File: config.mk
export PLATFORM = sky130hd
export DESIGN_NAME = mbus_rhr_tx
export DESIGN_NICKNAME = d
export VERILOG_FILES = /design/src/hdl/mbus_rhr_pkg.sv /design/src/hdl/mbus_rhr_tx.sv
export SDC_FILE = /design/constraint.sdc
export NUM_CORES = 1
export LEC_CHECK = 0
export ABC_AREA = 0
export BUFFER_PORTS_ARGS = -buffer_cell sky130_fd_sc_hd__buf_4
export CORE_UTILIZATION = 52
export DETAILED_ROUTE_END_ITERATION = 8
export PLACE_DENSITY_LB_ADDON = 0.15
export SYNTH_ARGS = -nofsm -noshare
export SYNTH_HDL_FRONTEND = slang
export SYNTH_SLANG_ARGS = --single-unit
File: constraint.sdc
create_clock -name clk_i -period 3.17 [get_ports clk_i]
set_input_delay 0.4755 -clock clk_i [delete_from_list [all_inputs] [get_ports clk_i]]
set_output_delay 0.4755 -clock clk_i [all_outputs]
set_load 0.02 [all_outputs]
File: src/hdl/mbus_rhr_pkg.sv
// Shared types, constants and the CRC-16 byte function of the Modbus
// read-holding-registers slave. No dependencies; compiled first.
package mbus_rhr_pkg;

  localparam int REG_DEPTH    = 256;
  localparam int REG_AW       = $clog2(REG_DEPTH);
  localparam int MAX_QUANTITY = 125;
  localparam int MIN_FRAME    = 8;
  localparam int HEAD_BYTES   = 6;

  localparam logic [7:0]  FUNC_READ    = 8'h03;
  localparam logic [7:0]  SLAVE_ID_RST = 8'h01;
  localparam logic [15:0] CRC_INIT     = 16'hFFFF;
  localparam logic [15:0] CRC_POLY     = 16'hA001;

  // Receive count saturates as soon as it proves the minimum frame length.
  localparam int         RX_CNT_W   = 4;
  localparam logic [3:0] RX_CNT_SAT = 4'(MIN_FRAME);

  localparam logic [1:0] CMD_RECV  = 2'd0;
  localparam logic [1:0] CMD_PULL  = 2'd1;
  localparam logic [1:0] CMD_WRITE = 2'd2;

  localparam logic [1:0] FS_NONE   = 2'd0;
  localparam logic [1:0] FS_ACCEPT = 2'd1;
  localparam logic [1:0] FS_IGNORE = 2'd2;

  // Which reply byte a pull produces.
  typedef enum logic [2:0] {
    KIND_ID,
    KIND_FUNC,
    KIND_COUNT,
    KIND_REG_HI,
    KIND_REG_LO,
    KIND_CRC_LO,
    KIND_CRC_HI
  } tx_kind_e;

  typedef struct packed {
    logic [1:0]  command;
    logic [7:0]  rx_byte;
    logic        frame_end;
    logic [7:0]  reg_index;
    logic [15:0] reg_value;
  } req_t;

  typedef struct packed {
    logic       tx_valid;
    logic [7:0] tx_byte;
    logic       tx_last;
    logic [1:0] frame_status;
  } rsp_t;

  // Descriptor handed from the front stage to the reply stage.
  typedef struct packed {
    logic       tx_valid;
    tx_kind_e   kind;
    logic       last;
    logic [7:0] count_byte;
    logic [1:0] frame_status;
    logic       arm;
  } desc_t;

  typedef struct packed {
    logic              we;
    logic [REG_AW-1:0] waddr;
    logic [15:0]       wdata;
    logic              re;
    logic [REG_AW-1:0] raddr;
  } ram_req_t;

  // One byte of CRC-16/Modbus, reflected polynomial.
  function automatic logic [15:0] crc16_byte(input logic [15:0] crc, input logic [7:0] b);
    logic [15:0] c;
    c = crc ^ {8'h00, b};
    for (int i = 0; i < 8; i++) begin
      c = c[0] ? ((c >> 1) ^ CRC_POLY) : (c >> 1);
    end
    return c;
  endfunction

endpackage

File: src/hdl/mbus_rhr_tx.sv
// Reply stage: builds the reply byte from the front-stage order and the
// table read data, keeps the reply CRC, and holds the output register.
// Depends on mbus_rhr_pkg.
module mbus_rhr_tx (
  input  logic                clk_i,
  input  logic                rst_ni,
  input  logic                desc_valid_i,
  input  mbus_rhr_pkg::desc_t desc_i,
  output logic                desc_take_o,
  input  logic [15:0]         rd_data_i,
  input  logic [7:0]          slave_id_i,
  output logic                rsp_valid_o,
  input  logic                rsp_ready_i,
  output mbus_rhr_pkg::rsp_t  rsp_o
);
  import mbus_rhr_pkg::*;

  logic [15:0] crc_q, crc_d;
  logic        out_valid_q;
  rsp_t        rsp_q;
  logic [7:0]  byte_val;
  logic        crc_en;
  rsp_t        rsp_d;

  assign desc_take_o = desc_valid_i && (!out_valid_q || rsp_ready_i);

  always_comb begin
    byte_val = 8'h00;
    crc_en   = 1'b0;
    unique case (desc_i.kind)
      KIND_ID: begin
        byte_val = slave_id_i;
        crc_en   = 1'b1;
      end
      KIND_FUNC: begin
        byte_val = FUNC_READ;
        crc_en   = 1'b1;
      end
      KIND_COUNT: begin
        byte_val = desc_i.count_byte;
        crc_en   = 1'b1;
      end
      KIND_REG_HI: begin
        byte_val = rd_data_i[15:8];
        crc_en   = 1'b1;
      end
      KIND_REG_LO: begin
        byte_val = rd_data_i[7:0];
        crc_en   = 1'b1;
      end
      KIND_CRC_LO: byte_val = crc_q[7:0];
      KIND_CRC_HI: byte_val = crc_q[15:8];
      default: byte_val = 8'h00;
    endcase
  end

  always_comb begin
    crc_d = crc_q;
    if (desc_take_o) begin
      if (desc_i.arm) begin
        crc_d = CRC_INIT;
      end else if (desc_i.tx_valid && crc_en) begin
        crc_d = crc16_byte(crc_q, byte_val);
      end
    end
  end

  always_comb begin
    rsp_d.tx_valid     = desc_i.tx_valid;
    rsp_d.tx_byte      = desc_i.tx_valid ? byte_val : 8'h00;
    rsp_d.tx_last      = desc_i.tx_valid && desc_i.last;
    rsp_d.frame_status = desc_i.frame_status;
  end

  always_ff @(posedge clk_i or negedge rst_ni) begin
    if (!rst_ni) begin
      crc_q       <= CRC_INIT;
      out_valid_q <= 1'b0;
    end else begin
      crc_q <= crc_d;
      if (desc_take_o) begin
        out_valid_q <= 1'b1;
      end else if (rsp_ready_i) begin
        out_valid_q <= 1'b0;
      end
    end
  end

  always_ff @(posedge clk_i) begin
    if (desc_take_o) begin
      rsp_q <= rsp_d;
    end
  end

  assign rsp_valid_o = out_valid_q;
  assign rsp_o       = rsp_q;

endmodule

# ---- Yosys cells after proc, flatten, opt, wreduce, memory -nomap -nowiden
# Index checks and enable logic that the tools add are counted.
dict set report op_classes {
  eq_ne 6
  mux 14
  bitwise 9
  n_reduce_logical 10
}
# operator n
set op_table {}
lappend op_table {{2-to-1 mux 16 bit} 10}
lappend op_table {{case mux 8 bit (7 select lines)} 1}
lappend op_table {{inverter 2 -> 3 bit} 8}
lappend op_table {{bitwise XOR 16 x 8 -> 16 bit} 1}
lappend op_table {{equality test 3 bit, second input constant} 3}
lappend op_table {{equality test 3 x 2 -> 1 bit, second input constant} 2}
lappend op_table {{OR reduction 5 bit} 1}
lappend op_table {{nonzero test 2 bit} 2}
lappend op_table {{equality test 3 x 1 -> 1 bit, second input constant} 1}
lappend op_table {{logical AND 1 bit} 3}
lappend op_table {{zero test 3 bit} 1}
lappend op_table {{2-to-1 mux 1 bit} 3}
lappend op_table {{AND reduction 2 bit} 1}
lappend op_table {{zero test 1 bit} 1}
lappend op_table {{logical OR 1 bit} 1}
dict set report word_totals {
  ff_bits 29
  inputBits 44
  output_inout_bits 14
  wordCells 45
}

# ---- Longest topological paths before layout
dict set report logic_depth {
  ltp_word 21
  depth_mapped 10
  ltp_nobuf 7
}

# ---- Worst setup path before layout
# Ideal clock, no wire load.
dict set report synth_path {
  path_kind {input to register}
  from {input desc_i[14] in the netlist's numbering}
  to {register crc_q[15]}
  setup_time_ps 73
  t_arrival_ps 2326
  required_ps 3097
  slack_ps 771
  stages 8
  n_path_buf 1
  cell_sequence {buf_6 mux2i_1 mux4_2 xor2_2 xnor3_2 xnor3_1 xnor3_1 a21oi_1}
}
dict set report synth_via {
  elab_chain_cells 14
  word_cells_on_any_way 31
  cone_classes {eq/ne: 6; mux: 12; bitwise: 8; reduce/logical: 5}
}
# item line
set synth_lines {}
lappend synth_lines {{start: declaration} mbus_rhr_tx.sv:8} ;# input mbus_rhr_pkg::desc_t desc_i,
lappend synth_lines {{equality test 3 bit (tied with other cells)} mbus_rhr_tx.sv:30} ;# unique case (desc_i.kind)
lappend synth_lines {{case mux 8 bit (7 select lines)} mbus_rhr_tx.sv:30}
lappend synth_lines {{bitwise XOR 16 x 8 -> 16 bit} mbus_rhr_pkg.sv:75} ;# c = crc ^ {8'h00, b};
lappend synth_lines {{2-to-1 mux 16 bit / inverter 2 -> 3 bit (equally long branches) (6 in series)} -}
lappend synth_lines {{inverter 2 -> 3 bit (no line) / 2-to-1 mux 16 bit (equally long branches)} -}
lappend synth_lines {{2-to-1 mux 16 bit (2 in series)} mbus_rhr_pkg.sv:77} ;# c = c[0] ? ((c >> 1) ^ CRC_POLY) : (c >> 1);
lappend synth_lines {{2-to-1 mux 16 bit} mbus_rhr_tx.sv:62} ;# end else if (desc_i.tx_valid && crc_en) begin
lappend synth_lines {{2-to-1 mux 16 bit} mbus_rhr_tx.sv:60} ;# if (desc_i.arm) begin
lappend synth_lines {{end signal: assignment} mbus_rhr_tx.sv:80} ;# crc_q <= crc_d;
lappend synth_lines {{end: declaration} mbus_rhr_tx.sv:18} ;# logic [15:0] crc_q, crc_d;
# Parallel ways exist; a longest one is shown, timed or not. The select of a mux whose other input is x is not followed.
# A chain may end at the register's enable or synchronous reset.

# ---- Worst setup path after layout
dict set report layout_path {
  from {input desc_i[14] in the netlist's numbering}
  to {register crc_q[0]}
}
# The elaborated chain is that of the path after synthesis.

==> flow_metrics.py <==
metrics = {
    "status": {
        "status": "completed",
    },
    "synth": {
        "synth_ff_type": "dfstp_2",
        "synth_enable_flop_cells": 12,
        "synth.net_count": 231,
        "syn-instance-count": 187,
        "ys_ff_latch": 29,
        "ys_types": 54,
        "post_synth.cell_area_avg_um2": 11.2,
        "ys_seq_area_share_pct": 38.6,
        "ys_warn_count": 0,
        "async_reset_ff_share_pct": 58.6,
        "mappedNetlistArea_um2": 2090,
    },
    "pwr": {
        "p_sw_uw": 553,
        "p_clk_share_pct": 18.0,
        "p_leak_nw": 1.13,
        "peakVddDrop_uv": 463,
        "p_int_mw": 1.18,
        "comb_power_share_pct": 46.8,
        "p_per_area_nw_per_um2": 669,
        "swShare_pct": 31.9,
        "pwr-share-seq_pct": 35.2,
    },
    "cts": {
        "numCtsBuffers": 5,
        "clkSinkCount": 29,
        "post_cts_buffers": 0,
        "cts_hold_buf": 0,
        "cts_tree": "yes",
        "cts-htree-levels": 2,
        "clk_path_buf_depth": 2,
        "clkLatencyLatePin_ns": 0.28,
        "ctsResizeCount": 0,
        "cts_root_buffer": "clkbuf_8",
        "clk_pin_slew_ns": 0.06,
    },
    "finish": {
        "syn_to_final_growth_pct": 24.2,
        "antennaDiodeCount": 0,
        "final_nets": 287,
        "final_util_pct": 69.3,
        "drive_gt1_share_pct": 39.8,
    },
    "grt": {
        "antenna_found_initial": 0,
        "grt_pass1_vias": 1517,
        "grt-ovfl-total": 0,
        "grt_pass1_wl_um": 7250,
        "grt_start_max_net_pins": 32,
        "grt_use_total_pct": 23.3,
    },
    "critical_path": {
        "path_buf_inv": 1,
        "crit_path_max_fanout": 31,
        "crit_chain": "buf_4, and2b_1, a221oi_1, a221o_1, xor2_1, xnor3_1, xnor3_1, a21oi_1",
        "worstPathRequired_ns": 3.38,
        "arrival_ns": 2.72,
        "start_kind": "primary input",
        "crit_type": "primary input to register",
        "cp_slowest_stage_delay_ns": 0.40,
        "slowest_stage": "xnor3_1",
        "rrSetupSlack_ns": 0.71,
        "end_kind": "register",
        "cpMostUsedCell": "xnor3_1",
        "path_delay_family": "XOR/XNOR gates",
    },
    "floorplan": {
        "rows": 22,
        "io_pins": 58,
        "die_h_um": 65.4,
        "core_um2": 3740,
        "die_w_um": 65.4,
        "initial_utilization_pct": 55.8,
        "dieArea_um2": 4280,
    },
    "placed_design": {
        "hpwl_um": 3500,
        "finalWeightedCongestion": 0.802,
        "io_buffers": 57,
    },
    "timing": {
        "post-route-min-period_ns": 2.51,
        "finalHoldViolations": 0,
        "fin_crit_sh_pct": 79.3,
        "max_freq_mhz": 398,
        "setup_viol": 0,
        "tightest_slew_ns": 0.506,
        "worst_clock_skew_ns": 0.00488,
        "rsz0062_at_grt": "no",
        "relSlewSlack_pct": 66.3,
        "slew_violations": 0,
        "setup_tns_ns": 0,
    },
    "routing": {
        "via_per_inst": 5.39,
        "wl_um": 4540,
        "vias": 1574,
        "first_pass_iters": 4,
        "drtIter0Drc": 114,
        "wire_per_inst_um": 15.5,
        "route.detailed.drc": 0,
        "final_antenna_net_count": 0,
    },
    "hold_path": {
        "worstHoldPathType": "primary input to async pin",
    },
    "run": {
        "maxCapViolations": 0,
    },
}
-- placed cells by master, fill, tap and decap left out, types with 2 or more instances in the layout --
master and instances:
inv_1 4, nand2b_1 6, nand2_1 3, mux2_2 2, dfstp_2 16, nor3_1 2, xor2_2 2, a221o_1 2
nor2b_1 2, mux4_2 2, clkbuf_1 2, nand3_1 3, nor2_1 34, xnor2_1 6, and4_1 2, o21ai_0 6
mux2i_1 11, o21ai_4 2, xnor3_1 6, edfxtp_1 12, a221oi_1 3, a21oi_1 19, clkbuf_8 6, buf_4 59
xor2_1 5, a211oi_1 2
-- flip-flops by register name, indices dropped and copies added (netlist names) --
signal	cells
rsp_valid_o	1
rsp_o	12
crc_q	16
-- worst reg2reg max path, delay by kind of cell (launching register included) --
kind / cells / cell delay [ns]
compound gates: 1 / 0.15
flops: 1 / 0.59
simple gates: 1 / 0.07
mux: 1 / 0.54
xor+xnor: 4 / 1.05
-- worst paths after layout --
path,cells past startpoint,startpoint,end
min in group clk_i,1,desc_i[2],rsp_o[1]$_DFFE_PP_
setup / recovery,8,desc_i[14],crc_q[0]$_DFFE_PN1P_
max in group asynchronous,1,rst_ni,crc_q[5]$_DFFE_PN1P_
setup reg to reg,7,crc_q[2]$_DFFE_PN1P_,crc_q[15]$_DFFE_PN1P_
hold reg to reg,2,crc_q[13]$_DFFE_PN1P_,crc_q[13]$_DFFE_PN1P_
hold / removal,1,rst_ni,rsp_valid_o$_DFFE_PN0P_
-- through the flow --
step | instances | power [mW] | setup WS [ns] | hold slack (ns) | area [um^2]
finish | 292 | 1.74 | 0.657 | 0.0468 | 2590
global route | 292 | 1.84 | 0.442 | 0.0555 | 2590
CTS | 292 | 1.75 | 0.650 | 0.0463 | 2590
detailed placement | 284 | 1.43 | 0.359 | 0.346 | 2500
global placement | 284 | 1.42 | 0.410 | 0.348 | 2500
floorplan | 187 | 1.27 | 0.771 | 0.180 | 2090
-- cell usage after synthesis, types with 2 or more instances --
master	count	area share, %
nor2_1	34	6.1
a21oi_1	19	4.6
dfstp_2	16	20
edfxtp_1	12	17
mux2i_1	11	5.3
nand2b_1	6	1.8
o21ai_0	6	1.4
xnor2_1	6	2.5
xnor3_1	6	6.5
xor2_1	5	2.1
inv_1	4	0.72
a221oi_1	3	1.3
clkbuf_1	3	0.54
nand2_1	3	0.54
nand3_1	3	0.72
a211oi_1	2	0.72
a221o_1	2	0.96
and4_1	2	0.84
buf_12	2	1.9
buf_2	2	0.48
mux2_2	2	1.1
mux4_2	2	2.2
nor2b_1	2	0.60
nor3_1	2	0.48
o21ai_4	2	1.6
xor2_2	2	1.6
-- logic make-up after synthesis --
family	after synthesis	share of synthesized area [%]
flops	29	38.6
compound gates	43	15.0
simple gates	61	15.2
buf+inv	15	5.21
mux	16	9.04
xor+xnor	23	17.0
-- cell type report --
cell class	count	area, um^2
multi-input combinational	143	1170
timing repair buffer	59	443
sequential	29	806
inverter	5	21.3
clock buffer	8	90.1
fill	318	1150
tap	48	60.1
-- routing by layer --
metal / vias to the layer above / part of all wire [%] / global-route usage (%) / routed length, um
li1: 786 / - / - / -
met1: 745 / 42 / 31.5 / 1920
met2: 38 / 51 / 37.2 / 2330
met3: 5 / 5.5 / 4.51 / 250
met4: 0 / 0.95 / 7.88 / 43
met5: - / 0 / 0 / 0
-- power by group through the flow --
stage / logic [mW] / registers [mW] / clock network, mW
floorplan: 0.667 / 0.599 / 0
global placement: 0.806 / 0.614 / 0
detailed placement: 0.816 / 0.617 / 0
CTS: 0.821 / 0.611 / 0.319
global route: 0.878 / 0.622 / 0.335
finish: 0.813 / 0.611 / 0.312
No activity file was read; power rests on OpenSTA's default activity.
