### config.mk
export PLATFORM = sky130hd
export DESIGN_NAME = mbus_rhr_regs
export DESIGN_NICKNAME = d
export VERILOG_FILES = /design/src/hdl/mbus_rhr_pkg.sv /design/src/hdl/mbus_rhr_regs.sv
export SDC_FILE = /design/constraint.sdc
export NUM_CORES = 2
export LEC_CHECK = 0
export ABC_AREA = 1
export CAP_MARGIN = 10
export CORE_MARGIN = 3
export CORE_UTILIZATION = 25
export DETAILED_ROUTE_END_ITERATION = 12
export DONT_BUFFER_PORTS = 1
export PLACE_DENSITY_LB_ADDON = 0.05
export RECOVER_POWER = 100
export SLEW_MARGIN = 20
export SYNTH_ARGS = -nofsm -noshare
export SYNTH_HDL_FRONTEND = slang
export SYNTH_SLANG_ARGS = --single-unit
### constraint.sdc
create_clock -name clk_i -period 2.4 [get_ports clk_i]
set_input_delay 0.36 -clock clk_i [delete_from_list [all_inputs] [get_ports clk_i]]
set_output_delay 0.36 -clock clk_i [all_outputs]
set_load 0.01 [all_outputs]
### src/hdl/mbus_rhr_pkg.sv
// Shared types, constants and the CRC-16 byte function of the Modbus
// read-holding-registers slave. No dependencies; compiled first.
package mbus_rhr_pkg;

  localparam int REG_DEPTH    = 256;
  localparam int REG_AW       = $clog2(REG_DEPTH);
  localparam int MAX_QUANTITY = 125;
  localparam int MIN_FRAME    = 8;
  localparam int HEAD_BYTES   = 6;

  localparam logic [7:0]  FUNC_READ    = 8'h03;
  localparam logic [7:0]  SLAVE_ID_RST = 8'h01;
  localparam logic [15:0] CRC_INIT     = 16'hFFFF;
  localparam logic [15:0] CRC_POLY     = 16'hA001;

  // Receive count saturates as soon as it proves the minimum frame length.
  localparam int         RX_CNT_W   = 4;
  localparam logic [3:0] RX_CNT_SAT = 4'(MIN_FRAME);

  localparam logic [1:0] CMD_RECV  = 2'd0;
  localparam logic [1:0] CMD_PULL  = 2'd1;
  localparam logic [1:0] CMD_WRITE = 2'd2;

  localparam logic [1:0] FS_NONE   = 2'd0;
  localparam logic [1:0] FS_ACCEPT = 2'd1;
  localparam logic [1:0] FS_IGNORE = 2'd2;

  // Which reply byte a pull produces.
  typedef enum logic [2:0] {
    KIND_ID,
    KIND_FUNC,
    KIND_COUNT,
    KIND_REG_HI,
    KIND_REG_LO,
    KIND_CRC_LO,
    KIND_CRC_HI
  } tx_kind_e;

  typedef struct packed {
    logic [1:0]  command;
    logic [7:0]  rx_byte;
    logic        frame_end;
    logic [7:0]  reg_index;
    logic [15:0] reg_value;
  } req_t;

  typedef struct packed {
    logic       tx_valid;
    logic [7:0] tx_byte;
    logic       tx_last;
    logic [1:0] frame_status;
  } rsp_t;

  // Descriptor handed from the front stage to the reply stage.
  typedef struct packed {
    logic       tx_valid;
    tx_kind_e   kind;
    logic       last;
    logic [7:0] count_byte;
    logic [1:0] frame_status;
    logic       arm;
  } desc_t;

  typedef struct packed {
    logic              we;
    logic [REG_AW-1:0] waddr;
    logic [15:0]       wdata;
    logic              re;
    logic [REG_AW-1:0] raddr;
  } ram_req_t;

  // One byte of CRC-16/Modbus, reflected polynomial.
  function automatic logic [15:0] crc16_byte(input logic [15:0] crc, input logic [7:0] b);
    logic [15:0] c;
    c = crc ^ {8'h00, b};
    for (int i = 0; i < 8; i++) begin
      c = c[0] ? ((c >> 1) ^ CRC_POLY) : (c >> 1);
    end
    return c;
  endfunction

endpackage

### src/hdl/mbus_rhr_regs.sv
// Holding register table: 16-bit entries, one write and one registered read
// per cycle. Entries never written read as zero. Depends on mbus_rhr_pkg.
module mbus_rhr_regs (
  input  logic                   clk_i,
  input  logic                   rst_ni,
  input  mbus_rhr_pkg::ram_req_t ram_i,
  output logic [15:0]            rd_data_o
);
  import mbus_rhr_pkg::*;

  logic [15:0]          mem_q [REG_DEPTH];
  logic [REG_DEPTH-1:0] written_q;
  logic [15:0]          rdata_q;
  logic                 rvalid_q;

  always_ff @(posedge clk_i) begin
    if (ram_i.we) begin
      mem_q[ram_i.waddr] <= ram_i.wdata;
    end
    if (ram_i.re) begin
      rdata_q <= mem_q[ram_i.raddr];
    end
  end

  // Written flags stand in for clearing the table at reset.
  always_ff @(posedge clk_i or negedge rst_ni) begin
    if (!rst_ni) begin
      written_q <= '0;
      rvalid_q  <= 1'b0;
    end else begin
      if (ram_i.we) begin
        written_q[ram_i.waddr] <= 1'b1;
      end
      if (ram_i.re) begin
        rvalid_q <= written_q[ram_i.raddr];
      end
    end
  end

  assign rd_data_o = rvalid_q ? rdata_q : 16'h0000;

endmodule

# --- After elaboration in Yosys (flattened, before gate mapping) ---
# Memories as Yosys holds them, arrays and structs flattened. A register that Yosys moved wholly into a read port is not among the register bits.
# Cells that the tools add are included.
totals:
  memories: 1
  rom_bits: 0
  inputBits: 36
  wordCells: 15
  latch_bits: 0
  out_inout_bits: 16
  ram_bits: 4096
  reg_bits: 257
mem_list:
  columns: ["memory", "words", "width", "rd", "rd_ports_with_merged_regs", "write_ports", "line_no", "rtl"]
  rows:
  - ["mem_q", 256, 16, 1, 1, 1, "mbus_rhr_regs.sv:11", "logic [15:0] mem_q [REG_DEPTH];"]
classes:
  bitwise_logic: 1
  mux: 7
  multipliers: 0
  reduce_logical: 1
  div_mod_pow: 0
  n_shift: 0
  add_sub_neg: 0
  eq_ne: 0
  magnitude_cmp: 3
ops:
  columns: ["op", "count"]
  rows:
  - ["bitwise OR 256 bit", 1]
  - ["< comparator 8 x 9 -> 1 bit (second input constant)", 2]
  - ["two-way mux 16 bit", 1]
  - ["binary-select mux 1 bit (select 8 bit)", 1]
  - ["demux 1 bit (select 8 bit)", 1]
  - ["greater-or-equal comparator 8 x 1 -> 1 bit (second input constant)", 1]
  - ["two-way mux 1 bit", 4]
  - ["logical AND 1 bit", 1]

# --- Longest topological paths before layout ---
depth:
  word_depth: 5
  depth_mapped: 15
  ltp_nobuf: 11

# --- Worst setup path after synthesis ---
# OpenSTA, ideal clock, no wires.
synth_timing:
  kind: "input port to flip-flop"
  start: "input ram_i[33] (netlist name)"
  end: "memory mem_q[164][0], enable pin"
  slack_ns: 0.181
  n_path_buf: 2
  cell_stages: 4
  t_arrival_ns: 1.830
  path_cell_list: "clkbuf_1 -> nand3_1 -> clkbuf_1 -> nor2_1"
synth_between:
  elab_chain_len: 2
synth_lines:
  columns: ["element", "line_no", "rtl"]
  rows:
  - ["start, declared", "mbus_rhr_regs.sv:6", "input mbus_rhr_pkg::ram_req_t ram_i,"]
  - ["two-way mux 1 bit", "mbus_rhr_regs.sv:17", "if (ram_i.we) begin"]
  - ["two-way mux 1 bit (not written as such)", "mbus_rhr_regs.sv:18", "mem_q[ram_i.waddr] <= ram_i.wdata;"]
  - ["end, declared", "mbus_rhr_regs.sv:11", null]
# Every way passes these cells.

# --- Worst setup path in the final report ---
layout_timing:
  start: "input ram_i[28] (netlist name)"
  end: "register written_q[69]"
layout_between:
  elab_chain_len: 5
layout_lines:
  columns: ["element", "line_no", "rtl"]
  rows:
  - ["< comparator 8 x 9 -> 1 bit (not written as such) or greater-or-equal comparator 8 x 1 -> 1 bit (tied branches)", "mbus_rhr_regs.sv:32", "written_q[ram_i.waddr] <= 1'b1;"]
  - ["logical AND 1 bit (not written as such)", "mbus_rhr_regs.sv:32", null]
  - ["two-way mux 1 bit (not written as such)", "mbus_rhr_regs.sv:32", null]
  - ["demux 1 bit (select 8 bit) *", "mbus_rhr_regs.sv:32", null]
  - ["bitwise OR 256 bit (no source line) *", null, null]
  - ["end signal, assigned", "mbus_rhr_regs.sv:28", "written_q <= '0;"]
  - ["end signal, assigned by index", "mbus_rhr_regs.sv:32", null]
  - ["end, declared", "mbus_rhr_regs.sv:12", "logic [REG_DEPTH-1:0] written_q;"]
# Every way passes the cells marked *; elsewhere a longest branch is shown, timed or not.
# A chain may end at the register's enable or synchronous reset.

==> results.md <==
- The run finished, with violations left.
- The final reports fail on negative hold slack, max-capacitance violations, max-slew violations, negative setup slack.
- The total met2 wirelength after detailed routing is around 340000 um.
- The first global-routing pass estimated a little under 1000000 um of wire.
- In the synthesized netlist, the cells that appear most often are edfxtp_1 (4112), nand2_1 (2245), nand3_1 (2114).
- The area share of and/or/nand/nor cells after synthesis is 15.5%.
- The required time of the worst setup path is 3.35 ns.
- The post-synthesis share of cell area spent on full adders, half adders and majority gates is 0%.
- The worst endpoint data arrival time is roughly 3.6 ns.
- The detailed-route wire length on metal 1 is ~320000 um.
- The synthesized netlist devotes roughly 7.0% of its cell area to compound gates.
- The number of sinks on the clock net is 4369.
- In this run the register-to-register setup slack is -0.02 ns.
- The max-cap violation count is 5.
- The routed length per placed instance is between 30 and 40 um.
- The core region area is about 690000 sq um.
- The actual slew at the worst max-slew pin is between 2 and 3 ns.
- The post-synthesis instance area is 174000 sq um.
- After technology mapping, the gate count stands at about 14000.
- The portion of synthesized area spent on multiplexers is 0%.
- Entering global routing, the biggest net connects approximately 270 pins.
- Between clock sinks in the finished design, the worst skew comes to approximately 0.066 ns.
- The share of synthesized area occupied by flip-flops and latches is around 75%.
- The cell type of the slowest stage on the worst timing path is dlygate4sd3_1.
- From synthesis to final layout, the design area changed by 21.3%.
- The floorplan step defined a die boundary enclosing 705000 sq um.
- Across all hold checks on the routed design, the worst slack comes to -0.989 ns.
- The final estimated routing congestion in global placement is roughly 0.76.
- The width of the chip is between 800 and 900 um.
- The detailed router used layers up to and including met5.
- The number of flops mapped to enable cells by yosys is roughly 4000.
- The clock latency on the worst-skew pair is approximately 1.1 ns.
- The average vias per placed instance is slightly below 5.
- The worst flop-to-flop path startpoint is mem_q[61][13].
- The number of antenna violations at the first check in global routing is 60.
- Once routing completed, OpenROAD measured the worst setup slack at -0.234 ns.
- The number of nets in the synthesized netlist is between 10000 and 15000.
- The die is about 840 um tall.
- The average size of a mapped cell is about 12 sq um.
- The final-report hold violation count is about 1200.
- The number of cell rows is 305.
- The kind of critical path is primary input to flip-flop.
- The dominant combinational cell family by area after synthesis is simple AND/OR/NAND/NOR gates.
- Counting distinct cell types in the post-synthesis netlist gives 22.
- Dividing the final minimum period by the clock period gives 110%.
- The detailed-route via count is 118000.
- In the synthesized netlist the async set-or-reset flop fraction comes to 5.88%.
- The post-DP HPWL is about 360000 um.
- The share of the synthesized area in the top cell type is a little under three quarters.
- The sum of overflow across all layers after global routing is 0.
- In this design, the critical path's most frequently occurring cell is nor2_1.
- For this design the static power due to leakage is ~72 nW.
- The number of iterations in the first detailed-routing pass is 6.
- The violation count after the first detailed-route iteration is ~13000.
- Static timing analysis puts the maximum clock frequency at between 0.3 and 0.4 GHz.
- The worst setup path is launched from a primary input.
- The total setup violations reported at the end of the flow is 760.
- The smallest clock period supported by the final layout is computed as 2.63 ns.
- The count of fill cells added during filler insertion is slightly below 70000.
- After detailed routing, the total wire length is 729000 um.
- The overall power after layout is approximately 180 mW.
- In this run the worst hold path is classified as primary input to asynchronous set/reset pin.
- By area the synthesized netlist is led by edfxtp_1 (71%), nand3_1 (6.1%), nand2_1 (4.8%), o21ai_0 (4.2%), dfrtp_1 (3.7%).
- After synthesis the netlist holds a flip-flop and latch count of between 4000 and 5000.
- The leading area contributor after synthesis is edfxtp_1.
- In the final layout, flip-flops and latches occupy 130000 sq um.
- The most instantiated flip-flop cell in the synthesis netlist is edfxtp_1.
- The H-tree generated during clock tree synthesis spans 6 levels.
- Once the floorplan was initialized, standard cells occupied ~25% of the core.
- Measured on the finished design, the core utilization comes to a little under a third.
- In the final layout, the multi-input gates occupy roughly 40000 sq um.
- The signal on the critical path passes through dlygate4sd3_1, nor2_1, dlygate4sd3_1, inv_1, nor2_1, nand2_2, buf_4, clkbuf_4, nor2_1, buf_12, or2_2.
- Setup repair after global routing could not meet its margin everywhere.
- The power density normalized to cell area is approximately 830 nW/um^2.
- The terminus of the critical flop-to-flop path is rdata_q[13].
- The top-level port count is 52.
- The detail route stage leaves a number of antenna-violating nets equal to 0.
- In this design, the stage delay of the slowest critical-path cell is around 0.70 ns.
- The total length of routed met3 wires is 43100 um.
- TritonCTS built the clock tree.
- The cell at the root of the clock tree is clkbuf_16.
- The number of cells on the worst reg-to-reg path is 12.
- VDD sags by at most 0.000816 V.
- The post-placement cell area is slightly below 200000 sq um.
- In the routed design, unresolved DRC markers number 0.
- The setup slack after placement is -3.13 ns.
- The final layout contains between 10000 and 15000 nets.
- Summing the areas of all xor and xnor instances in the mapped netlist gives 0% of the synthesized area.
- The Yosys warning count is 0.
- The cell area after layout is between 200000 and 250000 sq um.
- The number of max-slew violations in the final report is 1356.
- During placement, the flow inserted port buffers numbering 0.
- The headroom to the max-slew limit is -89.1%.
- The nature of the critical path endpoint is a flip-flop.
- Of all nets on the critical path, the largest fanout is 17.
- The total global routing track utilization is roughly a fifth.
- The most instantiated library cell after synthesis is edfxtp_1.
- The via count of the first global-routing pass is approximately 120k.
- The register clock-pin slew on the reported worst setup and hold paths is about 0.06 ns.
- The clock tree buffer depth is 4.
- Of the cells placed in the final design, the portion with a size suffix greater than 1 is 14.4%.
- The number of buffers added by the clock tree synthesis step is about 550.
==> registers in the layout, summed over array words and instances (netlist names) <==
register and flops:
rvalid_q 1, written_q 256, mem_q 4096, rdata_q 16
==> logic make-up (layout without fill, tap and decap cells) <==
| kind of cell | count (synthesis) | in the layout |
|---|---|---|
| AOI/OAI and AO/OA | 2240 | 2240 |
| and+or+nand+nor | 6306 | 6306 |
| DFF | 4369 | 4369 |
| buffers and inverters | 1115 | 2098 |
| other | 0 | 49 |
==> layout by cell type (no fill, tap or decap), types with 8 or more instances in the layout <==
cell type      Yosys  layout
clkinvlp_4         0      15
nor2_2             0      64
edfxtp_1        4112    4112
o22ai_2            0      10
inv_16             0       9
clkbuf_8           0      25
buf_4             30     383
dlygate4sd3_1      0      15
clkinv_8           0       8
buf_16             0      62
buf_6              9      34
o21ai_0         1449    1431
o22ai_1          704     694
diode_2            0      49
nand3_1         2114    1978
clkbuf_4           0      54
nand2_2            0      18
clkbuf_1         475     220
buf_2            393      10
inv_6              0      19
nand3_2            0     134
clkbuf_16          0     584
buf_12             0     165
nor2_1          1691    1627
clkinv_2           1      67
dfrtp_1          257     256
clkinv_1           3      84
a21oi_1           64      64
bufinv_16          0      21
inv_1            113      96
inv_2              2      16
bufbuf_16          0      39
clkbuf_2           1     156
or2_2            256     256
o21ai_1           23      40
nand2_1         2245    2225
==> metal layers <==
metal | vias to the layer above | track usage (%)
met5 | - | 0
met4 | 4 | 4.98
met3 | 834 | 2.70
met2 | 3905 | 32.6
met1 | 60800 | 27.6
li1 | 52200 | -
==> worst max path at each step <==
stage	from	end	slack, ns	cells past startpoint
6_report	ram_i[28]	written_q[69]	-0.23	11
5_1_grt	rvalid_q	rd_data_o[8]	-0.22	4
4_1_cts	rvalid_q	rd_data_o[0]	-0.28	3
3_5_place_dp	ram_i[0]	rdata_q[14]	-3.13	15
3_3_place_gp	ram_i[0]	rdata_q[10]	-3.24	14
2_1_floorplan	ram_i[33]	mem_q[164][0]	0.18	4
==> stage by stage <==
step / std cells / TNS [ns]
after floorplan: 14000 / 0
after global placement: 23100 / -51.45
after detailed placement: 23100 / -49.86
after CTS: 24200 / -3.56
after global routing: 24200 / -69.95
final: 24300 / -38.19
==> worst max-delay path, delay by kind of cell <==
kind | cells | cell delay, ns
buffers and inverters | 6 | 2.50
and+or+nand+nor | 5 | 0.63
==> area by class of cell <==
type	count	area share (%)
inverter	120	0.240
timing repair buffer	986	5.51
multi-input combinational	8546	19.0
antenna	49	0.0582
tap	9210	5.47
clock buffer	768	7.21
sequential	4369	61.6
clock inverter	224	0.906
==> power by group <==
group / leakage, nW / total [mW] / switching (mW) / internal (mW)
sequential: 40.5 / 84.3 / 0.250 / 84.0
combinational: 23.3 / 11.9 / 8.10 / 3.81
clock: 8.31 / 79.7 / 33.2 / 46.5
==> timing repair <==
item | in CTS | in global routing
cloned | 51 | 18
setup buffers | 7 | 12
pin swaps | 2 | 10
endpoints found under the setup margin | 33 | 67
gates resized for setup | 189 | 130
hold buffers | 19 | 8
hold endpoints to repair | 4605 | 3554
Power figures use the tool's default switching activity.
