<file path="src/hdl/mbus_rhr_pkg.sv">
// Shared types, constants and the CRC-16 byte function of the Modbus
// read-holding-registers slave. No dependencies; compiled first.
package mbus_rhr_pkg;

  localparam int REG_DEPTH    = 256;
  localparam int REG_AW       = $clog2(REG_DEPTH);
  localparam int MAX_QUANTITY = 125;
  localparam int MIN_FRAME    = 8;
  localparam int HEAD_BYTES   = 6;

  localparam logic [7:0]  FUNC_READ    = 8'h03;
  localparam logic [7:0]  SLAVE_ID_RST = 8'h01;
  localparam logic [15:0] CRC_INIT     = 16'hFFFF;
  localparam logic [15:0] CRC_POLY     = 16'hA001;

  // Receive count saturates as soon as it proves the minimum frame length.
  localparam int         RX_CNT_W   = 4;
  localparam logic [3:0] RX_CNT_SAT = 4'(MIN_FRAME);

  localparam logic [1:0] CMD_RECV  = 2'd0;
  localparam logic [1:0] CMD_PULL  = 2'd1;
  localparam logic [1:0] CMD_WRITE = 2'd2;

  localparam logic [1:0] FS_NONE   = 2'd0;
  localparam logic [1:0] FS_ACCEPT = 2'd1;
  localparam logic [1:0] FS_IGNORE = 2'd2;

  // Which reply byte a pull produces.
  typedef enum logic [2:0] {
    KIND_ID,
    KIND_FUNC,
    KIND_COUNT,
    KIND_REG_HI,
    KIND_REG_LO,
    KIND_CRC_LO,
    KIND_CRC_HI
  } tx_kind_e;

  typedef struct packed {
    logic [1:0]  command;
    logic [7:0]  rx_byte;
    logic        frame_end;
    logic [7:0]  reg_index;
    logic [15:0] reg_value;
  } req_t;

  typedef struct packed {
    logic       tx_valid;
    logic [7:0] tx_byte;
    logic       tx_last;
    logic [1:0] frame_status;
  } rsp_t;

  // Descriptor handed from the front stage to the reply stage.
  typedef struct packed {
    logic       tx_valid;
    tx_kind_e   kind;
    logic       last;
    logic [7:0] count_byte;
    logic [1:0] frame_status;
    logic       arm;
  } desc_t;

  typedef struct packed {
    logic              we;
    logic [REG_AW-1:0] waddr;
    logic [15:0]       wdata;
    logic              re;
    logic [REG_AW-1:0] raddr;
  } ram_req_t;

  // One byte of CRC-16/Modbus, reflected polynomial.
  function automatic logic [15:0] crc16_byte(input logic [15:0] crc, input logic [7:0] b);
    logic [15:0] c;
    c = crc ^ {8'h00, b};
    for (int i = 0; i < 8; i++) begin
      c = c[0] ? ((c >> 1) ^ CRC_POLY) : (c >> 1);
    end
    return c;
  endfunction

endpackage

</file>
<file path="src/hdl/mbus_rhr_rx.sv">
// Front stage: frame reception with running CRC and checks, reply
// sequencing, and table access requests. Depends on mbus_rhr_pkg.
module mbus_rhr_rx (
  input  logic                   clk_i,
  input  logic                   rst_ni,
  input  logic                   req_valid_i,
  output logic                   req_ready_o,
  input  mbus_rhr_pkg::req_t     req_i,
  input  logic [7:0]             slave_id_i,
  input  logic                   desc_take_i,
  output logic                   desc_valid_o,
  output mbus_rhr_pkg::desc_t    desc_o,
  output mbus_rhr_pkg::ram_req_t ram_o
);
  import mbus_rhr_pkg::*;

  logic [HEAD_BYTES-1:0][7:0] head_q, head_d;
  logic [RX_CNT_W-1:0]        cnt_q, cnt_d, cnt_nx;
  logic [15:0]                rx_crc_q, rx_crc_d, crc_nx;
  logic                       pend_q, pend_d;
  logic [7:0]                 pos_q, pos_d;
  logic [REG_AW-1:0]          start_q, start_d;
  logic [6:0]                 qty_q, qty_d;
  logic                       desc_valid_q, desc_valid_d;
  desc_t                      desc_q, desc_d;

  logic        accept;
  logic [15:0] start16, qty16;
  logic        frame_ok;
  logic [7:0]  data_end, off;

  assign req_ready_o = !desc_valid_q || desc_take_i;
  assign accept      = req_valid_i && req_ready_o;

  assign start16  = {head_q[2], head_q[3]};
  assign qty16    = {head_q[4], head_q[5]};
  assign crc_nx   = crc16_byte(rx_crc_q, req_i.rx_byte);
  assign cnt_nx   = (cnt_q == RX_CNT_SAT) ? cnt_q : cnt_q + 1'b1;
  assign data_end = 8'd3 + {qty_q, 1'b0};
  assign off      = pos_q - 8'd3;

  // Once the count reaches the minimum length, the six head bytes are all
  // from earlier items, so the stored copies are complete.
  assign frame_ok = (crc_nx == 16'h0000) && (cnt_nx >= RX_CNT_SAT) &&
                    (head_q[0] == slave_id_i) && (head_q[1] == FUNC_READ) &&
                    (qty16 != 16'h0000) && (32'(qty16) <= MAX_QUANTITY) &&
                    ((32'(start16) + 32'(qty16)) <= REG_DEPTH);

  always_comb begin
    head_d       = head_q;
    cnt_d        = cnt_q;
    rx_crc_d     = rx_crc_q;
    pend_d       = pend_q;
    pos_d        = pos_q;
    start_d      = start_q;
    qty_d        = qty_q;
    desc_d       = desc_q;
    desc_valid_d = desc_valid_q;
    ram_o        = '0;

    if (accept) begin
      desc_valid_d = 1'b1;
      desc_d       = '0;
      unique case (req_i.command)
        CMD_RECV: begin
          rx_crc_d = crc_nx;
          cnt_d    = cnt_nx;
          if (cnt_q < RX_CNT_W'(HEAD_BYTES)) begin
            head_d[cnt_q[2:0]] = req_i.rx_byte;
          end
          if (req_i.frame_end) begin
            head_d   = '0;
            cnt_d    = '0;
            rx_crc_d = CRC_INIT;
            if (frame_ok) begin
              desc_d.frame_status = FS_ACCEPT;
              desc_d.arm          = 1'b1;
              pend_d              = 1'b1;
              pos_d               = 8'd0;
              start_d             = start16[REG_AW-1:0];
              qty_d               = qty16[6:0];
            end else begin
              desc_d.frame_status = FS_IGNORE;
            end
          end
        end
        CMD_PULL: begin
          if (pend_q) begin
            desc_d.tx_valid   = 1'b1;
            desc_d.count_byte = {qty_q, 1'b0};
            pos_d             = pos_q + 8'd1;
            if (pos_q == 8'd0) begin
              desc_d.kind = KIND_ID;
            end else if (pos_q == 8'd1) begin
              desc_d.kind = KIND_FUNC;
            end else if (pos_q == 8'd2) begin
              desc_d.kind = KIND_COUNT;
            end else if (pos_q < data_end) begin
              desc_d.kind = off[0] ? KIND_REG_LO : KIND_REG_HI;
              ram_o.re    = 1'b1;
              ram_o.raddr = REG_AW'(32'(start_q) + 32'(off[7:1]));
            end else if (pos_q == data_end) begin
              desc_d.kind = KIND_CRC_LO;
            end else begin
              desc_d.kind = KIND_CRC_HI;
              desc_d.last = 1'b1;
              pend_d      = 1'b0;
              pos_d       = 8'd0;
            end
          end
        end
        CMD_WRITE: begin
          if (32'(req_i.reg_index) < REG_DEPTH) begin
            ram_o.we    = 1'b1;
            ram_o.waddr = req_i.reg_index[REG_AW-1:0];
            ram_o.wdata = req_i.reg_value;
          end
        end
        default: begin
        end
      endcase
    end else if (desc_take_i) begin
      desc_valid_d = 1'b0;
    end
  end

  always_ff @(posedge clk_i or negedge rst_ni) begin
    if (!rst_ni) begin
      head_q       <= '0;
      cnt_q        <= '0;
      rx_crc_q     <= CRC_INIT;
      pend_q       <= 1'b0;
      pos_q        <= '0;
      start_q      <= '0;
      qty_q        <= '0;
      desc_valid_q <= 1'b0;
    end else begin
      head_q       <= head_d;
      cnt_q        <= cnt_d;
      rx_crc_q     <= rx_crc_d;
      pend_q       <= pend_d;
      pos_q        <= pos_d;
      start_q      <= start_d;
      qty_q        <= qty_d;
      desc_valid_q <= desc_valid_d;
    end
  end

  always_ff @(posedge clk_i) begin
    desc_q <= desc_d;
  end

  assign desc_valid_o = desc_valid_q;
  assign desc_o       = desc_q;

endmodule

</file>
<file path="config.mk">
export PLATFORM = sky130hd
export DESIGN_NAME = mbus_rhr_rx
export DESIGN_NICKNAME = d
export VERILOG_FILES = /design/src/hdl/mbus_rhr_pkg.sv /design/src/hdl/mbus_rhr_rx.sv
export SDC_FILE = /design/constraint.sdc
export NUM_CORES = 1
export LEC_CHECK = 0
export ABC_CLOCK_PERIOD_IN_PS = 4500
export BUFFER_PORTS_ARGS = -buffer_cell sky130_fd_sc_hd__buf_2
export CORE_AREA = 3 3 132 134
export CTS_BUF_LIST = sky130_fd_sc_hd__clkbuf_4
export DETAILED_ROUTE_END_ITERATION = 10
export DIE_AREA = 0 0 135 137
export MAX_ROUTING_LAYER = met4
export PLACE_DENSITY = 0.67
export SLEW_MARGIN = 0
export SYNTH_ARGS = -nofsm -noshare
export SYNTH_HDL_FRONTEND = slang
export SYNTH_SLANG_ARGS = --single-unit
</file>
<file path="constraint.sdc">
create_clock -name clk_i -period 4.5 [get_ports clk_i]
set_input_delay 0.225 -clock clk_i [delete_from_list [all_inputs] [get_ports clk_i]]
set_output_delay 0.225 -clock clk_i [all_outputs]
set_load 0.005 [all_outputs]
</file>
Word level (Yosys, flattened, before mapping)
Cells that the tools add are included.
{ "totals": {"register_bits": 109} }
{ "classes": {"addsub": 6, "order_cmp": 7, "n_eq_ne": 11, "mux": 58, "bitwise": 11, "n_reduce_logical": 28} }
{ "op_table": {"columns": ["operator", "n"], "rows": [
  ["16-bit 2-to-1 mux", 9],
  ["48-bit 2-to-1 mux", 2],
  ["8-bit 2-to-1 mux", 9],
  ["9-bit 2-to-1 mux", 6],
  ["48-bit bitwise mux", 1],
  ["34-bit 2-to-1 mux", 1],
  ["25-bit 2-to-1 mux", 1],
  ["8-bit demux with 3-bit select", 1],
  ["2-bit inverter with 3-bit output", 8],
  ["16-bit by 16-bit adder with 17-bit output", 1],
  ["17-bit by 9-bit <= comparator with 1-bit output, second input constant", 1],
  ["8-bit by 2-bit == test with 1-bit output, second input constant", 2],
  ["8-bit == test", 2],
  ["16-bit by 7-bit <= comparator with 1-bit output, second input constant", 1],
  ["16-bit logical NOT", 1],
  ["1-bit 2-to-1 mux", 16],
  ["8-bit case mux with 2 select lines", 1],
  ["16-bit nonzero test", 1],
  ["16-bit by 8-bit bitwise XOR with 16-bit output", 1],
  ["3-bit 2-to-1 mux", 5],
  ["13-bit 2-to-1 mux", 1],
  ["2-bit by 8-bit adder with 8-bit output, first input constant", 1],
  ["8-bit by 1-bit adder with 8-bit output, second input constant", 1],
  ["8-bit by 7-bit adder with 8-bit output", 1],
  ["30 further kinds", 47]
]} }

Logic depth before layout (Yosys ltp)
{ "logic_depth": {"word_depth": 27, "ltp_mapped": 17, "depth_no_buf": 14} }

Least setup slack after synthesis
Ideal clock, no wire load.
{ "synth_path": {"path_type": "flip-flop to flip-flop", "start": "register rx_crc_q[1]", "end": "register pos_q[2]", "setup_ns": 0.121, "arrival_time_ns": 3.751, "t_required_ns": 4.379, "path_slack_ns": 0.628, "stages_incl_launch_ff": 17, "path_buffers": 2, "synth_period_minus_slack_ns": 3.872, "path_cell_list": "dfstp_2 -> xor2_2 -> xor2_1 -> xnor3_1 -> xnor2_1 -> ha_1 -> xnor2_1 -> nand3_1 -> a2111oi_0 -> nand3_1 -> nor4_1 -> and4_1 -> and4_1 -> buf_6 -> buf_12 -> o22ai_2 -> a22o_1"} }
{ "synth_via": {"elab_chain_len": 20} }
{ "synth_rtl": {"columns": ["item", "line_no", "source"], "rows": [
  ["from (decl)", "mbus_rhr_rx.sv:19", "logic [15:0] rx_crc_q, rx_crc_d, crc_nx;"],
  ["from (signal assigned)", "mbus_rhr_rx.sv:140", "rx_crc_q <= rx_crc_d;"],
  ["16-bit by 8-bit bitwise XOR with 16-bit output *", "mbus_rhr_pkg.sv:75", "c = crc ^ {8'h00, b};"],
  ["2-bit inverter with 3-bit output (no source line)", null, null],
  ["16-bit 2-to-1 mux * (7 in a row)", "mbus_rhr_pkg.sv:77", "c = c[0] ? ((c >> 1) ^ CRC_POLY) : (c >> 1);"],
  ["2-bit inverter with 3-bit output (no source line) or 16-bit 2-to-1 mux (tied branches)", null, null],
  ["16-bit 2-to-1 mux *", "mbus_rhr_pkg.sv:77", null],
  ["16-bit logical NOT *", "mbus_rhr_rx.sv:44", "assign frame_ok = (crc_nx == 16'h0000) && (cnt_nx >= RX_CNT_SAT) &&"],
  ["1-bit logical AND * (2 in a row)", "mbus_rhr_rx.sv:44", null],
  ["1-bit logical AND * (2 in a row)", "mbus_rhr_rx.sv:45", "(head_q[0] == slave_id_i) && (head_q[1] == FUNC_READ) &&"],
  ["1-bit logical AND * (2 in a row)", "mbus_rhr_rx.sv:46", "(qty16 != 16'h0000) && (32'(qty16) <= MAX_QUANTITY) &&"],
  ["2-bit != test (no source line) *", null, null],
  ["5-bit AND reduction (no source line) *", null, null],
  ["to (signal assigned)", "mbus_rhr_rx.sv:142", "pos_q <= pos_d;"],
  ["to (decl)", "mbus_rhr_rx.sv:21", "logic [7:0] pos_q, pos_d;"]
]} }
Every way passes the cells marked *; elsewhere a longest branch is shown, timed or not.
A chain may end at the register's enable or synchronous reset.

Worst setup path after layout
{ "layout_path": {"start": "register rx_crc_q[1]", "end": "register pos_q[5]"} }
Same word-level chain as after synthesis.

==> results.py <==
metrics = {
    "power": {
        "p_sw_share_pct": 37.6,
        "switchingPower_w": 0.00106,
        "p_seq_share_pct": 45.0,
        "power_leakage_nw": 3.58,
        "internal_power_w": 0.00177,
        "power.density_nw_per_um2": 375,
        "clockPowerShare_pct": 19.4,
        "ir_worst_vdd_mv": 0.259,
        "combPwrFrac_pct": 35.6,
    },
    "synthesis": {
        "synth-xor-area-share_pct": 7.48,
        "synth_compound_area_share_pct": 16.8,
        "synth-simple-area-share_pct": 22.4,
        "ys_ff_latch": 107,
        "synth_cells": 738,
        "ys_seq_area_share_pct": 41.5,
        "synth_mux_area_share_pct": 0.450,
        "synth.most_common_cell": "nand2_1",
        "ys_warn_count": 0,
        "synth_top_area_share_pct": 28.9,
        "synth_edf_count": 14,
        "synth_area_leader_cell": "dfrtp_1",
        "synth_top_flop_cell": "dfrtp_1",
        "synth_commonest_cells": "nand2_1, dfrtp_1, o31ai_1",
        "synth_nets": 825,
        "synth_top_family_by_area": "simple AND/OR/NAND/NOR gates",
        "synth_area_um2": 6680,
        "async_flop_share_pct": 86.9,
        "synth.distinct_cells": 66,
        "synth_area_per_cell_um2": 9.05,
        "synthAdderAreaFrac_pct": 7.72,
        "synth.area.top_cells": "dfrtp_1, nand2_1, ha_1",
    },
    "placement": {
        "portBuffers": 97,
        "routabilityCongestion": 0.894,
        "placed_area_um2": 7360,
        "dp_cells": 1033,
        "dp_hpwl_um": 12700,
    },
    "clock_network": {
        "cts_root_buf": "clkbuf_4",
        "cts.sinks": 107,
        "htreeDepth": 3,
        "insertion_delay_ps": 510,
        "cts.path.max_buffers": 2,
        "clk_pin_slew_ps": 180,
        "numCtsBuffers": 9,
        "cts_tree": "yes",
    },
    "timing": {
        "tightest_slew_ps": 1230,
        "fin_crit_sh_pct": 93.7,
        "maxSlewViolCount": 0,
        "fin_skew_ps": 14.0,
        "slew-limit-headroom_pct": 18.1,
        "period_needed_ps": 4220,
        "max_freq_mhz": 237,
        "setup_viol": 0,
        "rsz0062_at_grt": "false",
        "whs_ps": 83.6,
        "hold_viol": 0,
        "timing.setup.tns_ps": 0,
    },
    "route": {
        "drt-initial-drc-count": 336,
        "drt_pass1_iterations": 5,
        "vias": 5579,
        "drt-total-wl_um": 17100,
        "via_per_inst": 5.30,
        "final_antenna_net_count": 0,
        "drc_errors": 0,
        "drt-wirelength-per-cell_um": 16.2,
    },
    "finish": {
        "drive_above_1_share_pct": 17.9,
        "fin_util_pct": 46.0,
        "fin_cells": 1052,
        "syn_to_final_growth_pct": 13.1,
        "antenna-diode-count": 0,
        "fin_nets": 914,
        "design_area_um2": 7550,
    },
    "run_status": {
        "outcome": "finished, final reports clean",
    },
    "critical_path": {
        "worstPathRequired_ps": 4910,
        "startpoint_type": "flip-flop",
        "r2r-start": "rx_crc_q[1]",
        "crit_start": "rx_crc_q[1]",
        "worstPathMaxFanout": 9,
        "crit_type": "reg -> reg",
        "cp-end-kind": "flip-flop",
        "cp.arrival_ps": 4630,
    },
    "grt": {
        "antenna_found_initial": 0,
        "grt_pass1_wl_um": 26700,
        "track_usage_pct": 18.7,
        "grt_max_degree": 51,
        "overflow": 0,
        "grt_pass1_vias": 5103,
    },
    "run": {
        "drv_cap": 0,
    },
    "min_path": {
        "hold_start": "req_i[24]",
        "min-delay-path-class": "in -> reg",
    },
    "die": {
        "dieWidth_um": 135,
        "ioPinCount": 99,
        "start_util_pct": 40.7,
        "coreArea_um2": 16400,
        "die_h_um": 137,
        "dieArea_um2": 18500,
        "rows": 47,
    },
}
cell type report:
class,count,area (um^2)
multi-input cells,576,3670
well taps,220,275
clock buffers,9,67.6
repair buffers,109,586
clock inverters,7,93.8
inverters,24,90.1
flip-flops and latches,107,2770
fillers,1577,8850
metal layers:
layer	vias up	global-route usage, %	wire length, um
met4	0	4.87	312
met3	30	3.42	698
met2	129	29.3	8080
met5	-	-	0
li1	2802	-	-
met1	2618	25.2	7970
repair_timing:
action                                  CTS  global route
buffers inserted                          0             0
hold endpoints to repair                 44             0
gates resized for setup                   0             3
endpoints found under the setup margin    0            24
hold buffers                              3             0
layout by cell type (no fill, tap or decap), types with 7 or more instances in the layout:
cell      Yosys  final
a21oi_1      35     35
nor2b_1       7      7
nor4_1       10     10
buf_4         2     10
ha_1         38     38
edfxtp_1     14     14
and3_1       14     14
and2_1       24     24
o31ai_1      49     49
inv_1        24     24
dfstp_2      16     16
nand2_1     147    147
clkbuf_4      0      9
buf_2         0     96
xor2_1       20     20
nand3_1      17     17
nor3_1       12     11
nand2b_1      7      7
dfrtp_1      77     77
xnor2_1      28     28
o21ai_0      25     25
nor2_1       46     46
final timing paths:
check	to	slack, ps	cells after the start
worst max-delay path	pos_q[5]	280	14
worst min-delay path	rx_crc_q[2]	80	3
worst max register to register	pos_q[5]	280	14
worst min register to register	rx_crc_q[15]	470	2
max in group asynchronous	rx_crc_q[0]	3190	3
min in group asynchronous	start_q[3]	280	2
through the flow:
step | setup WS (ps) | power (W)
after floorplan | 628 | 0.00201
after global placement | 246 | 0.00226
after detailed placement | 156 | 0.00228
after CTS | 110 | 0.00284
after global routing | 14.8 | 0.00300
final | 282 | 0.00283
power by group through the flow:
stage	Combinational (W)	Sequential (W)	Clock, W
2_1_floorplan	0.000756	0.00125	0
3_3_place_gp	0.000976	0.00129	0
3_5_place_dp	0.000987	0.00129	0
4_1_cts	0.000996	0.00127	0.000568
5_1_grt	0.00111	0.00130	0.000598
6_report	0.00101	0.00127	0.000550
logic make-up after synthesis:
family                     Yosys count
buffers and inverters               55
adders and majority gates           40
and+or+nand+nor                    314
xor gates and xnor gates            52
DFF                                107
muxes                                3
AOI/OAI and AO/OA                  166
other                                1
worst max-delay path, stage by stage (launching register included):
cell and delay [ps]:
dfstp_2 590, xor2_2 260, xor2_1 180, xnor3_1 450, xnor2_1 230, ha_1 320
xnor2_1 220, nand3_1 110, a2111oi_1 420, nand3_1 150, nor4_1 260, and4_1 290
and4_4 310, o22ai_1 90, a22o_1 270
state kept, by name (all words and copies together), names as in the netlist:
register      count
rx_crc_q         16
pos_q             8
desc_valid_o      1
qty_q             7
start_q           8
pend_q            1
cnt_q             4
desc_o           14
head_q           48
No activity file was read; power rests on OpenSTA's default activity.
